`config.mk`:
```
export PLATFORM = sky130hd
export DESIGN_NAME = three_source_depth_vote_flat
export DESIGN_NICKNAME = d
export VERILOG_FILES = /design/src/hw/rtl/tdv_pkg.sv /design/src/hw/rtl/tdv_if.sv /design/src/hw/rtl/tdv_vote.sv /design/src/hw/rtl/tdv_accum.sv /design/src/hw/rtl/tdv_div.sv /design/src/hw/rtl/three_source_depth_vote.sv /design/src/flat_wrapper.sv
export SDC_FILE = /design/constraint.sdc
export NUM_CORES = 2
export LEC_CHECK = 0
export BUFFER_PORTS_ARGS = -buffer_cell sky130_fd_sc_hd__buf_2
export CORE_ASPECT_RATIO = 2
export CORE_MARGIN = 2
export CORE_UTILIZATION = 55
export DETAILED_ROUTE_END_ITERATION = 7
export GPL_TIMING_DRIVEN = 0
export HOLD_SLACK_MARGIN = 0.02
export PLACE_DENSITY = 0.73
export SLEW_MARGIN = 25
export SYNTH_ARGS = -nofsm -noshare
export SYNTH_HDL_FRONTEND = slang
export SYNTH_SLANG_ARGS = --single-unit
```
`constraint.sdc`:
```
create_clock -name clock -period 13.6 [get_ports clock]
set_input_delay 1.36 -clock clock [delete_from_list [all_inputs] [get_ports clock]]
set_output_delay 1.36 -clock clock [all_outputs]
set_load 0.1 [all_outputs]
```
`src/hw/rtl/tdv_pkg.sv`:
```
`timescale 1ns / 1ps
// ----------------------------------------------------------------------------
// tdv_pkg
// Widths, codes, stage payload types and helper functions shared by the
// three-source depth vote pipeline.
// ----------------------------------------------------------------------------
package tdv_pkg;

   // field widths
   localparam int DEPTH_W    = 16;
   localparam int WEIGHT_W   = 7;
   localparam int MARGIN_W   = 11;
   localparam int SHARE_W    = 9;
   localparam int NSRC       = 3;

   // derived arithmetic widths
   localparam int CNT_W      = $clog2(NSRC + 1);
   localparam int DEN_W      = WEIGHT_W + CNT_W;          // sum of up to three weights
   localparam int PROD_W     = DEPTH_W + WEIGHT_W;
   localparam int NUM_W      = PROD_W + CNT_W;            // sum of three products
   localparam int MSUM_W     = DEPTH_W + 1;               // stereo depth plus margin
   localparam int TRUST_W    = MSUM_W + DEN_W;
   localparam int QUO_W      = NUM_W - DEN_W;             // quotient width of every lane
   localparam int SHARE_FRAC = 8;                         // shares scaled by 256

   // divider organization
   localparam int DIV_STEPS  = 2;                         // quotient bits per stage
   localparam int DIV_STAGES = QUO_W / DIV_STEPS;
   localparam int DIV_LANES  = NSRC + 1;
   localparam int LANE_DEPTH = NSRC;                      // lanes 0..NSRC-1 are shares

   // source slots
   localparam int SRC_STEREO = 0;
   localparam int SRC_UPPER  = 1;
   localparam int SRC_LOWER  = 2;

   // configuration port
   localparam int CSR_IDX_W  = 2;
   localparam int CSR_DATA_W = MARGIN_W;

   typedef enum logic [CSR_IDX_W-1:0] {
      CSR_WEIGHT_UPPER  = 2'd0,
      CSR_WEIGHT_LOWER  = 2'd1,
      CSR_WEIGHT_STEREO = 2'd2,
      CSR_TRUST_MARGIN  = 2'd3
   } csr_index_type;

   typedef logic [DEPTH_W-1:0]  depth_type;
   typedef logic [WEIGHT_W-1:0] weight_type;
   typedef logic [MARGIN_W-1:0] margin_type;
   typedef logic [DEN_W-1:0]    den_type;
   typedef logic [NSRC-1:0]     mask_type;
   typedef logic [NSRC-1:0][WEIGHT_W-1:0] weight_vec_type;

   localparam logic [DEPTH_W-1:0] INLIER_RANGE = 16'd300;
   localparam logic [CNT_W-1:0]   MIN_AGREE    = 2'd2;
   localparam logic [SHARE_W-1:0] SHARE_ONE    = 9'd256;

   typedef struct packed {
      weight_type w_upper;
      weight_type w_lower;
      weight_type w_stereo;
      margin_type margin;
   } cfg_type;

   localparam cfg_type CFG_RESET = '{
      w_upper:  7'd100,
      w_lower:  7'd40,
      w_stereo: 7'd5,
      margin:   11'd600
   };

   // one pixel as it enters
   typedef struct packed {
      depth_type [NSRC-1:0] dep;
      logic [NSRC-1:0]      ok;
   } sample_type;

   // after the vote
   typedef struct packed {
      depth_type [NSRC-1:0] dep;
      logic                 stereo_ok;
      mask_type             mask;
      logic                 fuse_pre;
   } pick_type;

   // after the weighting multipliers
   typedef struct packed {
      logic [NSRC-1:0][PROD_W-1:0] prod;
      den_type                     den;
      depth_type                   stereo_dep;
      logic                        stereo_ok;
      mask_type                    mask;
      logic                        fuse_pre;
   } wsum_type;

   // after summing and the trust product
   typedef struct packed {
      logic [NUM_W-1:0]                num;
      logic [TRUST_W-1:0]              trust;
      logic [DIV_LANES-1:0][NUM_W-1:0] divd;
      den_type                         den;
      depth_type                       stereo_dep;
      logic                            stereo_ok;
      mask_type                        mask;
      logic                            fuse_pre;
   } accum_type;

   // status that rides along with the divider
   typedef struct packed {
      depth_type stereo_dep;
      mask_type  mask;
      logic      den_nz;
      logic      fuse_ok;
      logic      override;
   } side_type;

   typedef struct packed {
      logic [DIV_LANES-1:0][NUM_W-1:0] divd;
      den_type                         den;
      side_type                        side;
   } div_in_type;

   typedef struct packed {
      logic [DIV_LANES-1:0][QUO_W-1:0] quo;
      side_type                        side;
   } div_out_type;

   typedef struct packed {
      den_type          rem;
      logic [QUO_W-1:0] word;   // dividend bits shift out, quotient bits shift in
   } div_lane_type;

   typedef struct packed {
      depth_type                     fused_depth;
      logic                          fused_ok;
      logic [NSRC-1:0][SHARE_W-1:0]  share;
   } result_type;

   // weights in source-slot order
   function automatic weight_vec_type weights_of(cfg_type cfg);
      weight_vec_type w;
      w[SRC_STEREO] = cfg.w_stereo;
      w[SRC_UPPER]  = cfg.w_upper;
      w[SRC_LOWER]  = cfg.w_lower;
      return w;
   endfunction

   // two readings agree when they are closer than the inlier range
   function automatic logic near_pair(depth_type a, depth_type b);
      depth_type diff;
      diff = (a > b) ? (a - b) : (b - a);
      return diff < INLIER_RANGE;
   endfunction

   // one restoring division step
   function automatic div_lane_type div_step(div_lane_type s, den_type den);
      logic [DEN_W:0] trial;
      div_lane_type   r;
      trial  = {s.rem, s.word[QUO_W-1]};
      r.word = {s.word[QUO_W-2:0], 1'b0};
      if (trial >= {1'b0, den}) begin
         trial     = trial - {1'b0, den};
         r.word[0] = 1'b1;
      end
      r.rem = trial[DEN_W-1:0];
      return r;
   endfunction

endpackage

```
`src/hw/rtl/tdv_if.sv`:
```
`timescale 1ns / 1ps
// ----------------------------------------------------------------------------
// tdv_req_if / tdv_rsp_if
// Valid/ready channels for pixel readings in and fused results out.
// ----------------------------------------------------------------------------
interface tdv_req_if;
   import tdv_pkg::*;

   logic      valid;
   logic      ready;
   depth_type stereo_depth;
   logic      stereo_ok;
   depth_type upper_depth;
   logic      upper_ok;
   depth_type lower_depth;
   logic      lower_ok;

   modport source (
      output valid, stereo_depth, stereo_ok, upper_depth, upper_ok, lower_depth, lower_ok,
      input  ready
   );
   modport sink (
      input  valid, stereo_depth, stereo_ok, upper_depth, upper_ok, lower_depth, lower_ok,
      output ready
   );
endinterface

interface tdv_rsp_if;
   import tdv_pkg::*;

   logic                valid;
   logic                ready;
   depth_type           fused_depth;
   logic                fused_ok;
   logic [SHARE_W-1:0]  share_stereo;
   logic [SHARE_W-1:0]  share_upper;
   logic [SHARE_W-1:0]  share_lower;

   modport source (
      output valid, fused_depth, fused_ok, share_stereo, share_upper, share_lower,
      input  ready
   );
   modport sink (
      input  valid, fused_depth, fused_ok, share_stereo, share_upper, share_lower,
      output ready
   );
endinterface

```
`src/hw/rtl/tdv_vote.sv`:
```
`timescale 1ns / 1ps
// ----------------------------------------------------------------------------
// tdv_vote
// Stage 1 picks the winning candidate and its inlier set; stage 2 forms the
// weighted products and the weight sum of that set.
// ----------------------------------------------------------------------------
module tdv_vote (
   input  logic                clock,
   input  logic                reset,
   input  tdv_pkg::cfg_type    cfg,
   input  logic                up_valid,
   output logic                up_ready,
   input  tdv_pkg::sample_type up_data,
   output logic                dn_valid,
   input  logic                dn_ready,
   output tdv_pkg::wsum_type   dn_data
);
   import tdv_pkg::*;

   logic           s1_valid_ff, s2_valid_ff;
   logic           s1_ready, s2_ready;
   pick_type       s1_in, s1_ff;
   wsum_type       s2_in, s2_ff;

   logic [NSRC-1:0]  near_m [NSRC];
   logic [NSRC-1:0]  mask_m [NSRC];
   logic [CNT_W-1:0] cnt    [NSRC];
   logic [CNT_W-1:0] best_cnt;
   mask_type         best_mask;
   logic             best_stereo;
   logic             found;
   weight_vec_type   wv;

   // stage advance: a stage loads when empty or when its contents move on
   assign s2_ready = !s2_valid_ff || dn_ready;
   assign s1_ready = !s1_valid_ff || s2_ready;
   assign up_ready = s1_ready;

   // vote: inlier sets per candidate, later candidates win ties unless stereo
   always_comb begin
      for (int i = 0; i < NSRC; i++) begin
         cnt[i] = '0;
         for (int j = 0; j < NSRC; j++) begin
            near_m[i][j] = near_pair(up_data.dep[i], up_data.dep[j]);
            mask_m[i][j] = up_data.ok[i] & up_data.ok[j] & near_m[i][j];
            cnt[i]       = cnt[i] + CNT_W'(mask_m[i][j]);
         end
      end
      best_cnt    = '0;
      best_mask   = '0;
      best_stereo = 1'b0;
      found       = 1'b0;
      for (int i = 0; i < NSRC; i++) begin
         if (up_data.ok[i] &&
             ((cnt[i] > best_cnt) || ((i != SRC_STEREO) && (cnt[i] >= best_cnt)))) begin
            best_cnt    = cnt[i];
            best_mask   = mask_m[i];
            best_stereo = (i == SRC_STEREO);
            found       = 1'b1;
         end
      end
      s1_in.dep       = up_data.dep;
      s1_in.stereo_ok = up_data.ok[SRC_STEREO];
      s1_in.mask      = best_mask;
      // a lone camera reading gives no depth
      s1_in.fuse_pre  = found && (best_stereo || (best_cnt >= MIN_AGREE));
   end

   // weighting: masked products and weight sum
   always_comb begin
      wv               = weights_of(cfg);
      s2_in.den        = '0;
      for (int j = 0; j < NSRC; j++) begin
         s2_in.prod[j] = s1_ff.mask[j] ? (PROD_W'(wv[j]) * PROD_W'(s1_ff.dep[j])) : '0;
         s2_in.den     = s2_in.den + (s1_ff.mask[j] ? DEN_W'(wv[j]) : '0);
      end
      s2_in.stereo_dep = s1_ff.dep[SRC_STEREO];
      s2_in.stereo_ok  = s1_ff.stereo_ok;
      s2_in.mask       = s1_ff.mask;
      s2_in.fuse_pre   = s1_ff.fuse_pre;
   end

   always_ff @(posedge clock) begin
      if (reset) begin
         s1_valid_ff <= 1'b0;
         s2_valid_ff <= 1'b0;
      end else begin
         if (s1_ready) s1_valid_ff <= up_valid;
         if (s2_ready) s2_valid_ff <= s1_valid_ff;
      end
   end

   always_ff @(posedge clock) begin
      if (s1_ready) s1_ff <= s1_in;
      if (s2_ready) s2_ff <= s2_in;
   end

   assign dn_valid = s2_valid_ff;
   assign dn_data  = s2_ff;

   // a usable winner always counts itself among its inliers
   a_win_has_inlier: assert property (@(posedge clock) disable iff (reset)
      s1_valid_ff && s1_ff.fuse_pre |-> s1_ff.mask != '0)
      else $error("vote: usable winner with empty inlier set");

endmodule

```
`src/hw/rtl/tdv_accum.sv`:
```
`timescale 1ns / 1ps
// ----------------------------------------------------------------------------
// tdv_accum
// Stage 3 sums the products, forms the rounded dividends and the trust
// product; stage 4 makes the trust compare and the validity flags.
// ----------------------------------------------------------------------------
module tdv_accum (
   input  logic                clock,
   input  logic                reset,
   input  tdv_pkg::cfg_type    cfg,
   input  logic                up_valid,
   output logic                up_ready,
   input  tdv_pkg::wsum_type   up_data,
   output logic                dn_valid,
   input  logic                dn_ready,
   output tdv_pkg::div_in_type dn_data
);
   import tdv_pkg::*;

   logic             a3_valid_ff, a4_valid_ff;
   logic             a3_ready, a4_ready;
   accum_type        a3_in, a3_ff;
   div_in_type       a4_in, a4_ff;

   logic [NUM_W-1:0]  num;
   logic [NUM_W-1:0]  half;
   logic [MSUM_W-1:0] msum;
   weight_vec_type    wv;

   assign a4_ready = !a4_valid_ff || dn_ready;
   assign a3_ready = !a3_valid_ff || a4_ready;
   assign up_ready = a3_ready;

   // sums, round-to-nearest dividends, trust product
   always_comb begin
      wv   = weights_of(cfg);
      num  = '0;
      for (int j = 0; j < NSRC; j++) begin
         num = num + NUM_W'(up_data.prod[j]);
      end
      half = NUM_W'(up_data.den >> 1);
      a3_in.num              = num;
      a3_in.divd[LANE_DEPTH] = num + half;
      for (int j = 0; j < NSRC; j++) begin
         a3_in.divd[j] = (NUM_W'(wv[j]) << SHARE_FRAC) + half;
      end
      msum               = MSUM_W'(up_data.stereo_dep) + MSUM_W'(cfg.margin);
      a3_in.trust        = TRUST_W'(msum) * TRUST_W'(up_data.den);
      a3_in.den          = up_data.den;
      a3_in.stereo_dep   = up_data.stereo_dep;
      a3_in.stereo_ok    = up_data.stereo_ok;
      a3_in.mask         = up_data.mask;
      a3_in.fuse_pre     = up_data.fuse_pre;
   end

   // stereo takes over when the fused mean lies beyond it by the margin
   always_comb begin
      a4_in.divd            = a3_ff.divd;
      a4_in.den             = a3_ff.den;
      a4_in.side.stereo_dep = a3_ff.stereo_dep;
      a4_in.side.mask       = a3_ff.mask;
      a4_in.side.den_nz     = (a3_ff.den != '0);
      a4_in.side.fuse_ok    = a3_ff.fuse_pre && (a3_ff.den != '0);
      a4_in.side.override   = a3_ff.stereo_ok && (TRUST_W'(a3_ff.num) > a3_ff.trust);
   end

   always_ff @(posedge clock) begin
      if (reset) begin
         a3_valid_ff <= 1'b0;
         a4_valid_ff <= 1'b0;
      end else begin
         if (a3_ready) a3_valid_ff <= up_valid;
         if (a4_ready) a4_valid_ff <= a3_valid_ff;
      end
   end

   always_ff @(posedge clock) begin
      if (a3_ready) a3_ff <= a3_in;
      if (a4_ready) a4_ff <= a4_in;
   end

   assign dn_valid = a4_valid_ff;
   assign dn_data  = a4_ff;

endmodule

```
`src/hw/rtl/tdv_div.sv`:
```
`timescale 1ns / 1ps
// ----------------------------------------------------------------------------
// tdv_div
// Pipelined restoring divider: four lanes share one divisor (the weight sum),
// DIV_STEPS quotient bits per stage. Status travels alongside.
// ----------------------------------------------------------------------------
module tdv_div (
   input  logic                 clock,
   input  logic                 reset,
   input  logic                 up_valid,
   output logic                 up_ready,
   input  tdv_pkg::div_in_type  up_data,
   output logic                 dn_valid,
   input  logic                 dn_ready,
   output tdv_pkg::div_out_type dn_data
);
   import tdv_pkg::*;

   logic [DIV_STAGES-1:0]          valid_ff;
   logic [DIV_STAGES-1:0]          valid_in;
   logic [DIV_STAGES:0]            rdy;
   div_lane_type [DIV_LANES-1:0]   lane_ff  [DIV_STAGES];
   div_lane_type [DIV_LANES-1:0]   lane_src [DIV_STAGES];
   div_lane_type [DIV_LANES-1:0]   lane_in  [DIV_STAGES];
   den_type                        den_ff   [DIV_STAGES];
   den_type                        den_src  [DIV_STAGES];
   side_type                       side_ff  [DIV_STAGES];
   side_type                       side_src [DIV_STAGES];
   div_lane_type                   cur;

   // backpressure chain, last stage first
   always_comb begin
      rdy[DIV_STAGES] = dn_ready;
      for (int k = DIV_STAGES - 1; k >= 0; k--) begin
         rdy[k] = !valid_ff[k] || rdy[k+1];
      end
   end
   assign up_ready = rdy[0];

   // stage inputs: first stage splits the dividend, later stages take the previous
   always_comb begin
      valid_in[0] = up_valid;
      den_src[0]  = up_data.den;
      side_src[0] = up_data.side;
      for (int l = 0; l < DIV_LANES; l++) begin
         lane_src[0][l].rem  = up_data.divd[l][NUM_W-1:QUO_W];
         lane_src[0][l].word = up_data.divd[l][QUO_W-1:0];
      end
      for (int k = 1; k < DIV_STAGES; k++) begin
         valid_in[k] = valid_ff[k-1];
         den_src[k]  = den_ff[k-1];
         side_src[k] = side_ff[k-1];
         lane_src[k] = lane_ff[k-1];
      end
   end

   // division steps of each stage
   always_comb begin
      cur = '0;
      for (int k = 0; k < DIV_STAGES; k++) begin
         for (int l = 0; l < DIV_LANES; l++) begin
            cur = lane_src[k][l];
            for (int s = 0; s < DIV_STEPS; s++) begin
               cur = div_step(cur, den_src[k]);
            end
            lane_in[k][l] = cur;
         end
      end
   end

   always_ff @(posedge clock) begin
      if (reset) begin
         valid_ff <= '0;
      end else begin
         for (int k = 0; k < DIV_STAGES; k++) begin
            if (rdy[k]) valid_ff[k] <= valid_in[k];
         end
      end
   end

   always_ff @(posedge clock) begin
      for (int k = 0; k < DIV_STAGES; k++) begin
         if (rdy[k]) begin
            lane_ff[k] <= lane_in[k];
            den_ff[k]  <= den_src[k];
            side_ff[k] <= side_src[k];
         end
      end
   end

   // last stage: quotients and status out
   assign dn_valid = valid_ff[DIV_STAGES-1];
   always_comb begin
      dn_data.side = side_ff[DIV_STAGES-1];
      for (int l = 0; l < DIV_LANES; l++) begin
         dn_data.quo[l] = lane_ff[DIV_STAGES-1][l].word;
      end
   end

   // partial remainder stays below a nonzero divisor in every lane
   for (genvar k = 0; k < DIV_STAGES; k++) begin : g_rem_chk
      for (genvar l = 0; l < DIV_LANES; l++) begin : g_lane
         a_rem_below_den: assert property (@(posedge clock) disable iff (reset)
            valid_ff[k] && (den_ff[k] != '0) |-> lane_ff[k][l].rem < den_ff[k])
            else $error("div: partial remainder not below divisor");
      end
   end

endmodule

```
`src/hw/rtl/three_source_depth_vote.sv`:
```
`timescale 1ns / 1ps
// ----------------------------------------------------------------------------
// three_source_depth_vote
// Per-pixel vote between stereo, upper and lower depth readings, with
// weighted fusion, stereo trust override and normalized source shares.
// ----------------------------------------------------------------------------
// Pipeline: 13 register stages (vote 2, accumulate 2, divider 8, output 1).
// Throughput: one pixel per clock; every stage holds under backpressure and
//    bubbles close up, so requests are taken while a result waits.
// The divider (2 quotient bits per stage over 16 bits) sets the depth.
// Reset: clears all valid bits and loads the default weights and margin.
// ----------------------------------------------------------------------------
module three_source_depth_vote (
   input  logic                          clock,
   input  logic                          reset,
   tdv_req_if.sink                       req_ch,
   tdv_rsp_if.source                     rsp_ch,
   input  logic                          csr_we,
   input  logic [tdv_pkg::CSR_IDX_W-1:0] csr_index,
   input  logic [tdv_pkg::CSR_DATA_W-1:0] csr_wdata
);
   import tdv_pkg::*;

   cfg_type     cfg_ff;
   sample_type  sample;

   logic        vote_valid, vote_ready;
   wsum_type    vote_data;
   logic        acc_valid, acc_ready;
   div_in_type  acc_data;
   logic        div_valid, div_ready;
   div_out_type div_data;

   logic        rsp_valid_ff;
   result_type  out_in, out_ff;
   depth_type   pick_depth;

   // configuration registers
   always_ff @(posedge clock) begin
      if (reset) begin
         cfg_ff <= CFG_RESET;
      end else if (csr_we) begin
         unique case (csr_index_type'(csr_index))
            CSR_WEIGHT_UPPER:  cfg_ff.w_upper  <= csr_wdata[WEIGHT_W-1:0];
            CSR_WEIGHT_LOWER:  cfg_ff.w_lower  <= csr_wdata[WEIGHT_W-1:0];
            CSR_WEIGHT_STEREO: cfg_ff.w_stereo <= csr_wdata[WEIGHT_W-1:0];
            CSR_TRUST_MARGIN:  cfg_ff.margin   <= csr_wdata[MARGIN_W-1:0];
         endcase
      end
   end

   // request payload in source-slot order
   always_comb begin
      sample.dep[SRC_STEREO] = req_ch.stereo_depth;
      sample.dep[SRC_UPPER]  = req_ch.upper_depth;
      sample.dep[SRC_LOWER]  = req_ch.lower_depth;
      sample.ok[SRC_STEREO]  = req_ch.stereo_ok;
      sample.ok[SRC_UPPER]   = req_ch.upper_ok;
      sample.ok[SRC_LOWER]   = req_ch.lower_ok;
   end

   tdv_vote u_vote (
      .clock    (clock),
      .reset    (reset),
      .cfg      (cfg_ff),
      .up_valid (req_ch.valid),
      .up_ready (req_ch.ready),
      .up_data  (sample),
      .dn_valid (vote_valid),
      .dn_ready (vote_ready),
      .dn_data  (vote_data)
   );

   tdv_accum u_accum (
      .clock    (clock),
      .reset    (reset),
      .cfg      (cfg_ff),
      .up_valid (vote_valid),
      .up_ready (vote_ready),
      .up_data  (vote_data),
      .dn_valid (acc_valid),
      .dn_ready (acc_ready),
      .dn_data  (acc_data)
   );

   tdv_div u_div (
      .clock    (clock),
      .reset    (reset),
      .up_valid (acc_valid),
      .up_ready (acc_ready),
      .up_data  (acc_data),
      .dn_valid (div_valid),
      .dn_ready (div_ready),
      .dn_data  (div_data)
   );

   // result assembly; invalid results carry zero depth
   always_comb begin
      pick_depth = div_data.side.override ? div_data.side.stereo_dep
                                          : div_data.quo[LANE_DEPTH];
      out_in.fused_ok    = div_data.side.fuse_ok;
      out_in.fused_depth = div_data.side.fuse_ok ? pick_depth : '0;
      for (int j = 0; j < NSRC; j++) begin
         out_in.share[j] = (div_data.side.den_nz && div_data.side.mask[j])
                           ? div_data.quo[j][SHARE_W-1:0] : '0;
      end
   end

   // output register
   assign div_ready = !rsp_valid_ff || rsp_ch.ready;

   always_ff @(posedge clock) begin
      if (reset) begin
         rsp_valid_ff <= 1'b0;
      end else if (div_ready) begin
         rsp_valid_ff <= div_valid;
      end
   end

   always_ff @(posedge clock) begin
      if (div_ready) out_ff <= out_in;
   end

   assign rsp_ch.valid        = rsp_valid_ff;
   assign rsp_ch.fused_depth  = out_ff.fused_depth;
   assign rsp_ch.fused_ok     = out_ff.fused_ok;
   assign rsp_ch.share_stereo = out_ff.share[SRC_STEREO];
   assign rsp_ch.share_upper  = out_ff.share[SRC_UPPER];
   assign rsp_ch.share_lower  = out_ff.share[SRC_LOWER];

   a_invalid_zero_depth: assert property (@(posedge clock) disable iff (reset)
      rsp_valid_ff && !out_ff.fused_ok |-> out_ff.fused_depth == '0)
      else $error("top: invalid result with nonzero depth");

   a_share_at_most_one: assert property (@(posedge clock) disable iff (reset)
      rsp_valid_ff |-> (out_ff.share[SRC_STEREO] <= SHARE_ONE) &&
                       (out_ff.share[SRC_UPPER] <= SHARE_ONE) &&
                       (out_ff.share[SRC_LOWER] <= SHARE_ONE))
      else $error("top: source share above one");

endmodule
```
`src/flat_wrapper.sv`:
```
// flat-port wrapper written by rule: the top's interface ports become plain ports
module three_source_depth_vote_flat import tdv_pkg::*;
  (clock, reset, csr_we, csr_index, csr_wdata, req_ch_valid, req_ch_stereo_depth, req_ch_stereo_ok, req_ch_upper_depth, req_ch_upper_ok, req_ch_lower_depth, req_ch_lower_ok, req_ch_ready, rsp_ch_valid, rsp_ch_fused_depth, rsp_ch_fused_ok, rsp_ch_share_stereo, rsp_ch_share_upper, rsp_ch_share_lower, rsp_ch_ready);
  tdv_req_if req_ch_i ();
  tdv_rsp_if rsp_ch_i ();
  input  logic clock;
  input  logic reset;
  input  logic csr_we;
  input  logic [tdv_pkg::CSR_IDX_W-1:0] csr_index;
  input  logic [tdv_pkg::CSR_DATA_W-1:0] csr_wdata;
  input wire logic [$bits(req_ch_i.valid)-1:0] req_ch_valid;
  input wire logic [$bits(req_ch_i.stereo_depth)-1:0] req_ch_stereo_depth;
  input wire logic [$bits(req_ch_i.stereo_ok)-1:0] req_ch_stereo_ok;
  input wire logic [$bits(req_ch_i.upper_depth)-1:0] req_ch_upper_depth;
  input wire logic [$bits(req_ch_i.upper_ok)-1:0] req_ch_upper_ok;
  input wire logic [$bits(req_ch_i.lower_depth)-1:0] req_ch_lower_depth;
  input wire logic [$bits(req_ch_i.lower_ok)-1:0] req_ch_lower_ok;
  output wire logic [$bits(req_ch_i.ready)-1:0] req_ch_ready;
  output wire logic [$bits(rsp_ch_i.valid)-1:0] rsp_ch_valid;
  output wire logic [$bits(rsp_ch_i.fused_depth)-1:0] rsp_ch_fused_depth;
  output wire logic [$bits(rsp_ch_i.fused_ok)-1:0] rsp_ch_fused_ok;
  output wire logic [$bits(rsp_ch_i.share_stereo)-1:0] rsp_ch_share_stereo;
  output wire logic [$bits(rsp_ch_i.share_upper)-1:0] rsp_ch_share_upper;
  output wire logic [$bits(rsp_ch_i.share_lower)-1:0] rsp_ch_share_lower;
  input wire logic [$bits(rsp_ch_i.ready)-1:0] rsp_ch_ready;
  assign req_ch_i.valid = req_ch_valid;
  assign req_ch_i.stereo_depth = req_ch_stereo_depth;
  assign req_ch_i.stereo_ok = req_ch_stereo_ok;
  assign req_ch_i.upper_depth = req_ch_upper_depth;
  assign req_ch_i.upper_ok = req_ch_upper_ok;
  assign req_ch_i.lower_depth = req_ch_lower_depth;
  assign req_ch_i.lower_ok = req_ch_lower_ok;
  assign req_ch_ready = req_ch_i.ready;
  assign rsp_ch_valid = rsp_ch_i.valid;
  assign rsp_ch_fused_depth = rsp_ch_i.fused_depth;
  assign rsp_ch_fused_ok = rsp_ch_i.fused_ok;
  assign rsp_ch_share_stereo = rsp_ch_i.share_stereo;
  assign rsp_ch_share_upper = rsp_ch_i.share_upper;
  assign rsp_ch_share_lower = rsp_ch_i.share_lower;
  assign rsp_ch_i.ready = rsp_ch_ready;
  three_source_depth_vote u_core (.clock(clock), .reset(reset), .req_ch(req_ch_i), .rsp_ch(rsp_ch_i), .csr_we(csr_we), .csr_index(csr_index), .csr_wdata(csr_wdata));
endmodule
```
==> flow_summary.yaml <==
clocking:
  cts_tree: "yes"
  clk_pin_slew_ps: 70
  cts_hold_buf: 0
  insertion_delay_ps: 760
  cts_setup_buffers: 0
  cts_buffer_depth: 3
  cts-htree-levels: 3
  cts.repair.resized: 0
  cts_inserted_buffers: 105
  cts_sinks: 1175
  root_buffer: "clkbuf_16"
sta:
  drv_slew: 0
  fin_ws_ps: 5550
  fmax_ghz: 0.124
  rsz0062_at_grt: "no"
  fin_crit_sh: 0.592
  clock_skew_ps: 71.4
  worst_pin_slew_ps: 998
  setup_viol: 0
  min_period_ps: 8050
  relSlewSlack: 0.332
  finalHoldViolations: 0
finish:
  final_area_um2: 92400
  nNetsFinal: 9502
  drive_gt1_frac: 0.0701
  area_growth_pct: 8.85
detailed_routing:
  viasPerCell: 5.76
  drt_iter0_markers: 4499
  drc_errors: 0
  ant_nets: 0
  routedWlPerCell_um: 20.5
  dr.pass1.iters: 6
  vias: 59500
  routed_wl_um: 211000
synthesis:
  ys_seq_area_frac: 0.410
  synthArstFlopShare: 0
  ys_warn_count: 0
  netlist_instances: 7927
  ys_seq_elements: 1175
  synth.distinct_cells: 98
  synth_area_um2: 84900
  synth_edf_count: 1130
  synth.avg_cell_area_um2: 10.7
  syn-num-nets: 9264
  synth_ff_type: "edfxtp_1"
die:
  dieArea_um2: 158000
  pin_count: 115
  die_y_um: 560
  start_util: 0.552
  core_region_area_um2: 154000
  die_width_um: 282
  rows: 204
setup_path:
  startpoint_type: "register"
  crit_slowest_cell: "fa_1"
  crit_cells: 30
  r2r-start: "u_core.u_vote.dn_data[5]"
  critPathMaxFanout: 9
  r2r_end: "u_core.u_accum.a3_ff[155]"
  setup.worst_path.class: "reg -> reg"
  crit_end: "u_core.u_accum.a3_ff[155]"
  worstPathRequired_ps: 14100
  slowest_delay_ps: 510
  worst_ep_arrival_time_ps: 8560
  end_kind: "register"
  reg2reg_depth: 30
  crit_start: "u_core.u_vote.dn_data[5]"
  path_common_cell: "fa_1"
  r2r_slack_ps: 5550
  cp.buffers_inverters: 3
  cpLargestDelayFamily: "adder cells"
pwr:
  swShare: 0.428
  internal_power_mw: 15.1
  irDropWorstVdd_uv: 190
  power.density_nw_per_um2: 285
  p_comb_frac: 0.631
  clkPwrFrac: 0.122
  sequentialPowerShare: 0.247
  power_switching_mw: 11.3
  leakagePower_nw: 40.1
global_route:
  gr-usage-met2: 0.456
  grt_start_max_net_pins: 71
  use_met1: 0.336
  grt_use_met3: 0.0332
  overflow: 0
  grt_pass1_wl_um: 328000
  grt-busiest-layer: "met2"
  grt_pass1_vias: 59200
  grt_use_total: 0.269
  antenna_found_initial: 12
outcome:
  outcome: "complete, no violations"
placed_design:
  io_buffers: 113
  place_area_um2: 88600
  dp_hpwl_um: 166000
  detailedPlace.worstSlack_ps: 5450
  gp_congestion: 0.949
run:
  cap_violations: 0
min_path:
  hold_start: "u_core.u_div.lane_ff[1][26]"
  hold_path_class: "reg -> reg"
registers in the layout, summed over array words and instances, names as in the netlist, 16 cells and up:
| register | flops |
|---|---|
| u_core.u_accum.a3_ff | 127 |
| u_core.u_div.side_ff | 176 |
| u_core.u_div.lane_ff | 495 |
| u_core.u_div.den_ff | 59 |
| u_core.cfg_ff | 32 |
| u_core.u_vote.s1_ff | 53 |
| u_core.rsp_ch.fused_depth | 16 |
| u_core.u_accum.dn_data | 77 |
| u_core.u_vote.dn_data | 99 |
logic make-up (layout without fill, tap and decap cells):
| logic type | after synthesis | in the layout | share of synthesized area |
|---|---|---|---|
| buffers and inverters | 974 | 1305 | 0.0434 |
| AOI/OAI and AO/OA | 1651 | 1651 | 0.121 |
| DFF | 1175 | 1175 | 0.410 |
| and+or+nand+nor | 2124 | 2124 | 0.120 |
| muxes | 264 | 264 | 0.0339 |
| other | 0 | 3 | 0 |
| xor gates and xnor gates | 471 | 471 | 0.0487 |
| adders and majority gates | 1268 | 1268 | 0.223 |
metrics by stage:
step	setup TNS [ps]	hold WS, ps	power (mW)	util	cells
6_report	0	395	26.4	0.600	10300
5_1_grt	0	417	28.6	0.600	10300
4_1_cts	0	398	26.3	0.600	10300
3_5_place_dp	0	405	22.9	0.576	10100
3_3_place_gp	-795610	401	22.6	0.572	10100
2_1_floorplan	0	400	19.2	-	7927
cell usage in the layout (no fill, tap or decap), types with 115 or more instances in the layout:
master	Yosys	final
inv_1	797	792
nand2_1	828	823
and2_1	246	246
a21o_1	234	234
a21oi_1	471	471
ha_1	861	861
mux2_2	189	189
xor2_1	115	115
nor2b_1	146	146
buf_2	13	126
fa_1	407	407
nand4_1	117	117
xnor2_1	355	354
clkbuf_1	157	168
nor2_1	385	385
edfxtp_1	1130	1130
o21ai_0	451	450
worst min-delay path by stage:
stage                                   end  slack, ps  cells past startpoint
5_1_grt        u_core.u_div.lane_ff[0][164]        420                      0
3_3_place_gp    u_core.u_div.side_ff[0][66]        400                      0
4_1_cts        u_core.u_div.lane_ff[1][128]        400                      0
6_report       u_core.u_div.lane_ff[1][128]        390                      0
2_1_floorplan       u_core.u_accum.a3_ff[0]        400                      0
3_5_place_dp     u_core.u_accum.dn_data[41]        400                      0
final cells by class:
type / instances / area [um^2]
well taps: 2060 / 2580
diodes: 3 / 7.51
clock inverters: 82 / 1090
repair buffers: 131 / 1020
plain buffers: 176 / 691
multi-input cells: 5778 / 46500
flip-flops and latches: 1175 / 34800
fillers: 12500 / 61500
clock buffers: 118 / 2700
inverters: 798 / 3020
cells in the mapped netlist, types with 33 or more instances:
cell type  number  area, um^2
edfxtp_1     1130       33900
ha_1          861       10800
nand2_1       828        3110
inv_1         797        2990
a21oi_1       471        2360
o21ai_0       451        2260
fa_1          407        8150
nor2_1        385        1450
xnor2_1       355        3110
and2_1        246        1540
a21o_1        234        1760
mux2_2        189        2130
clkbuf_1      157         589
nor2b_1       146         913
nand4_1       117         732
xor2_1        115        1010
nand2b_1      102         638
o21bai_1       81         608
mux2i_1        75         751
nand3_1        71         355
and3_1         68         425
nor3_1         59         295
o31ai_1        53         398
dfxtp_1        45         901
o21a_1         45         338
a211oi_1       43         323
a31oi_1        33         206
o22ai_1        33         206
metal layers:
metal / vias up / part of all wire / wire (um)
met1: 28900 / 0.40 / 85500
met4: 12 / 0.059 / 12400
met5: - / 0.00032 / 68
met2: 1643 / 0.48 / 102000
met3: 425 / 0.052 / 10900
li1: 28500 / - / -
power by group through the flow:
stage          registers, mW  logic (mW)  clock network [mW]
2_1_floorplan           6.46        12.7                   0
3_3_place_gp            6.57        16.0                   0
3_5_place_dp            6.59        16.3                   0
4_1_cts                 6.52        16.5                3.28
5_1_grt                 6.60        18.5                3.41
6_report                6.52        16.6                3.21
Power figures use the tool's default switching activity.
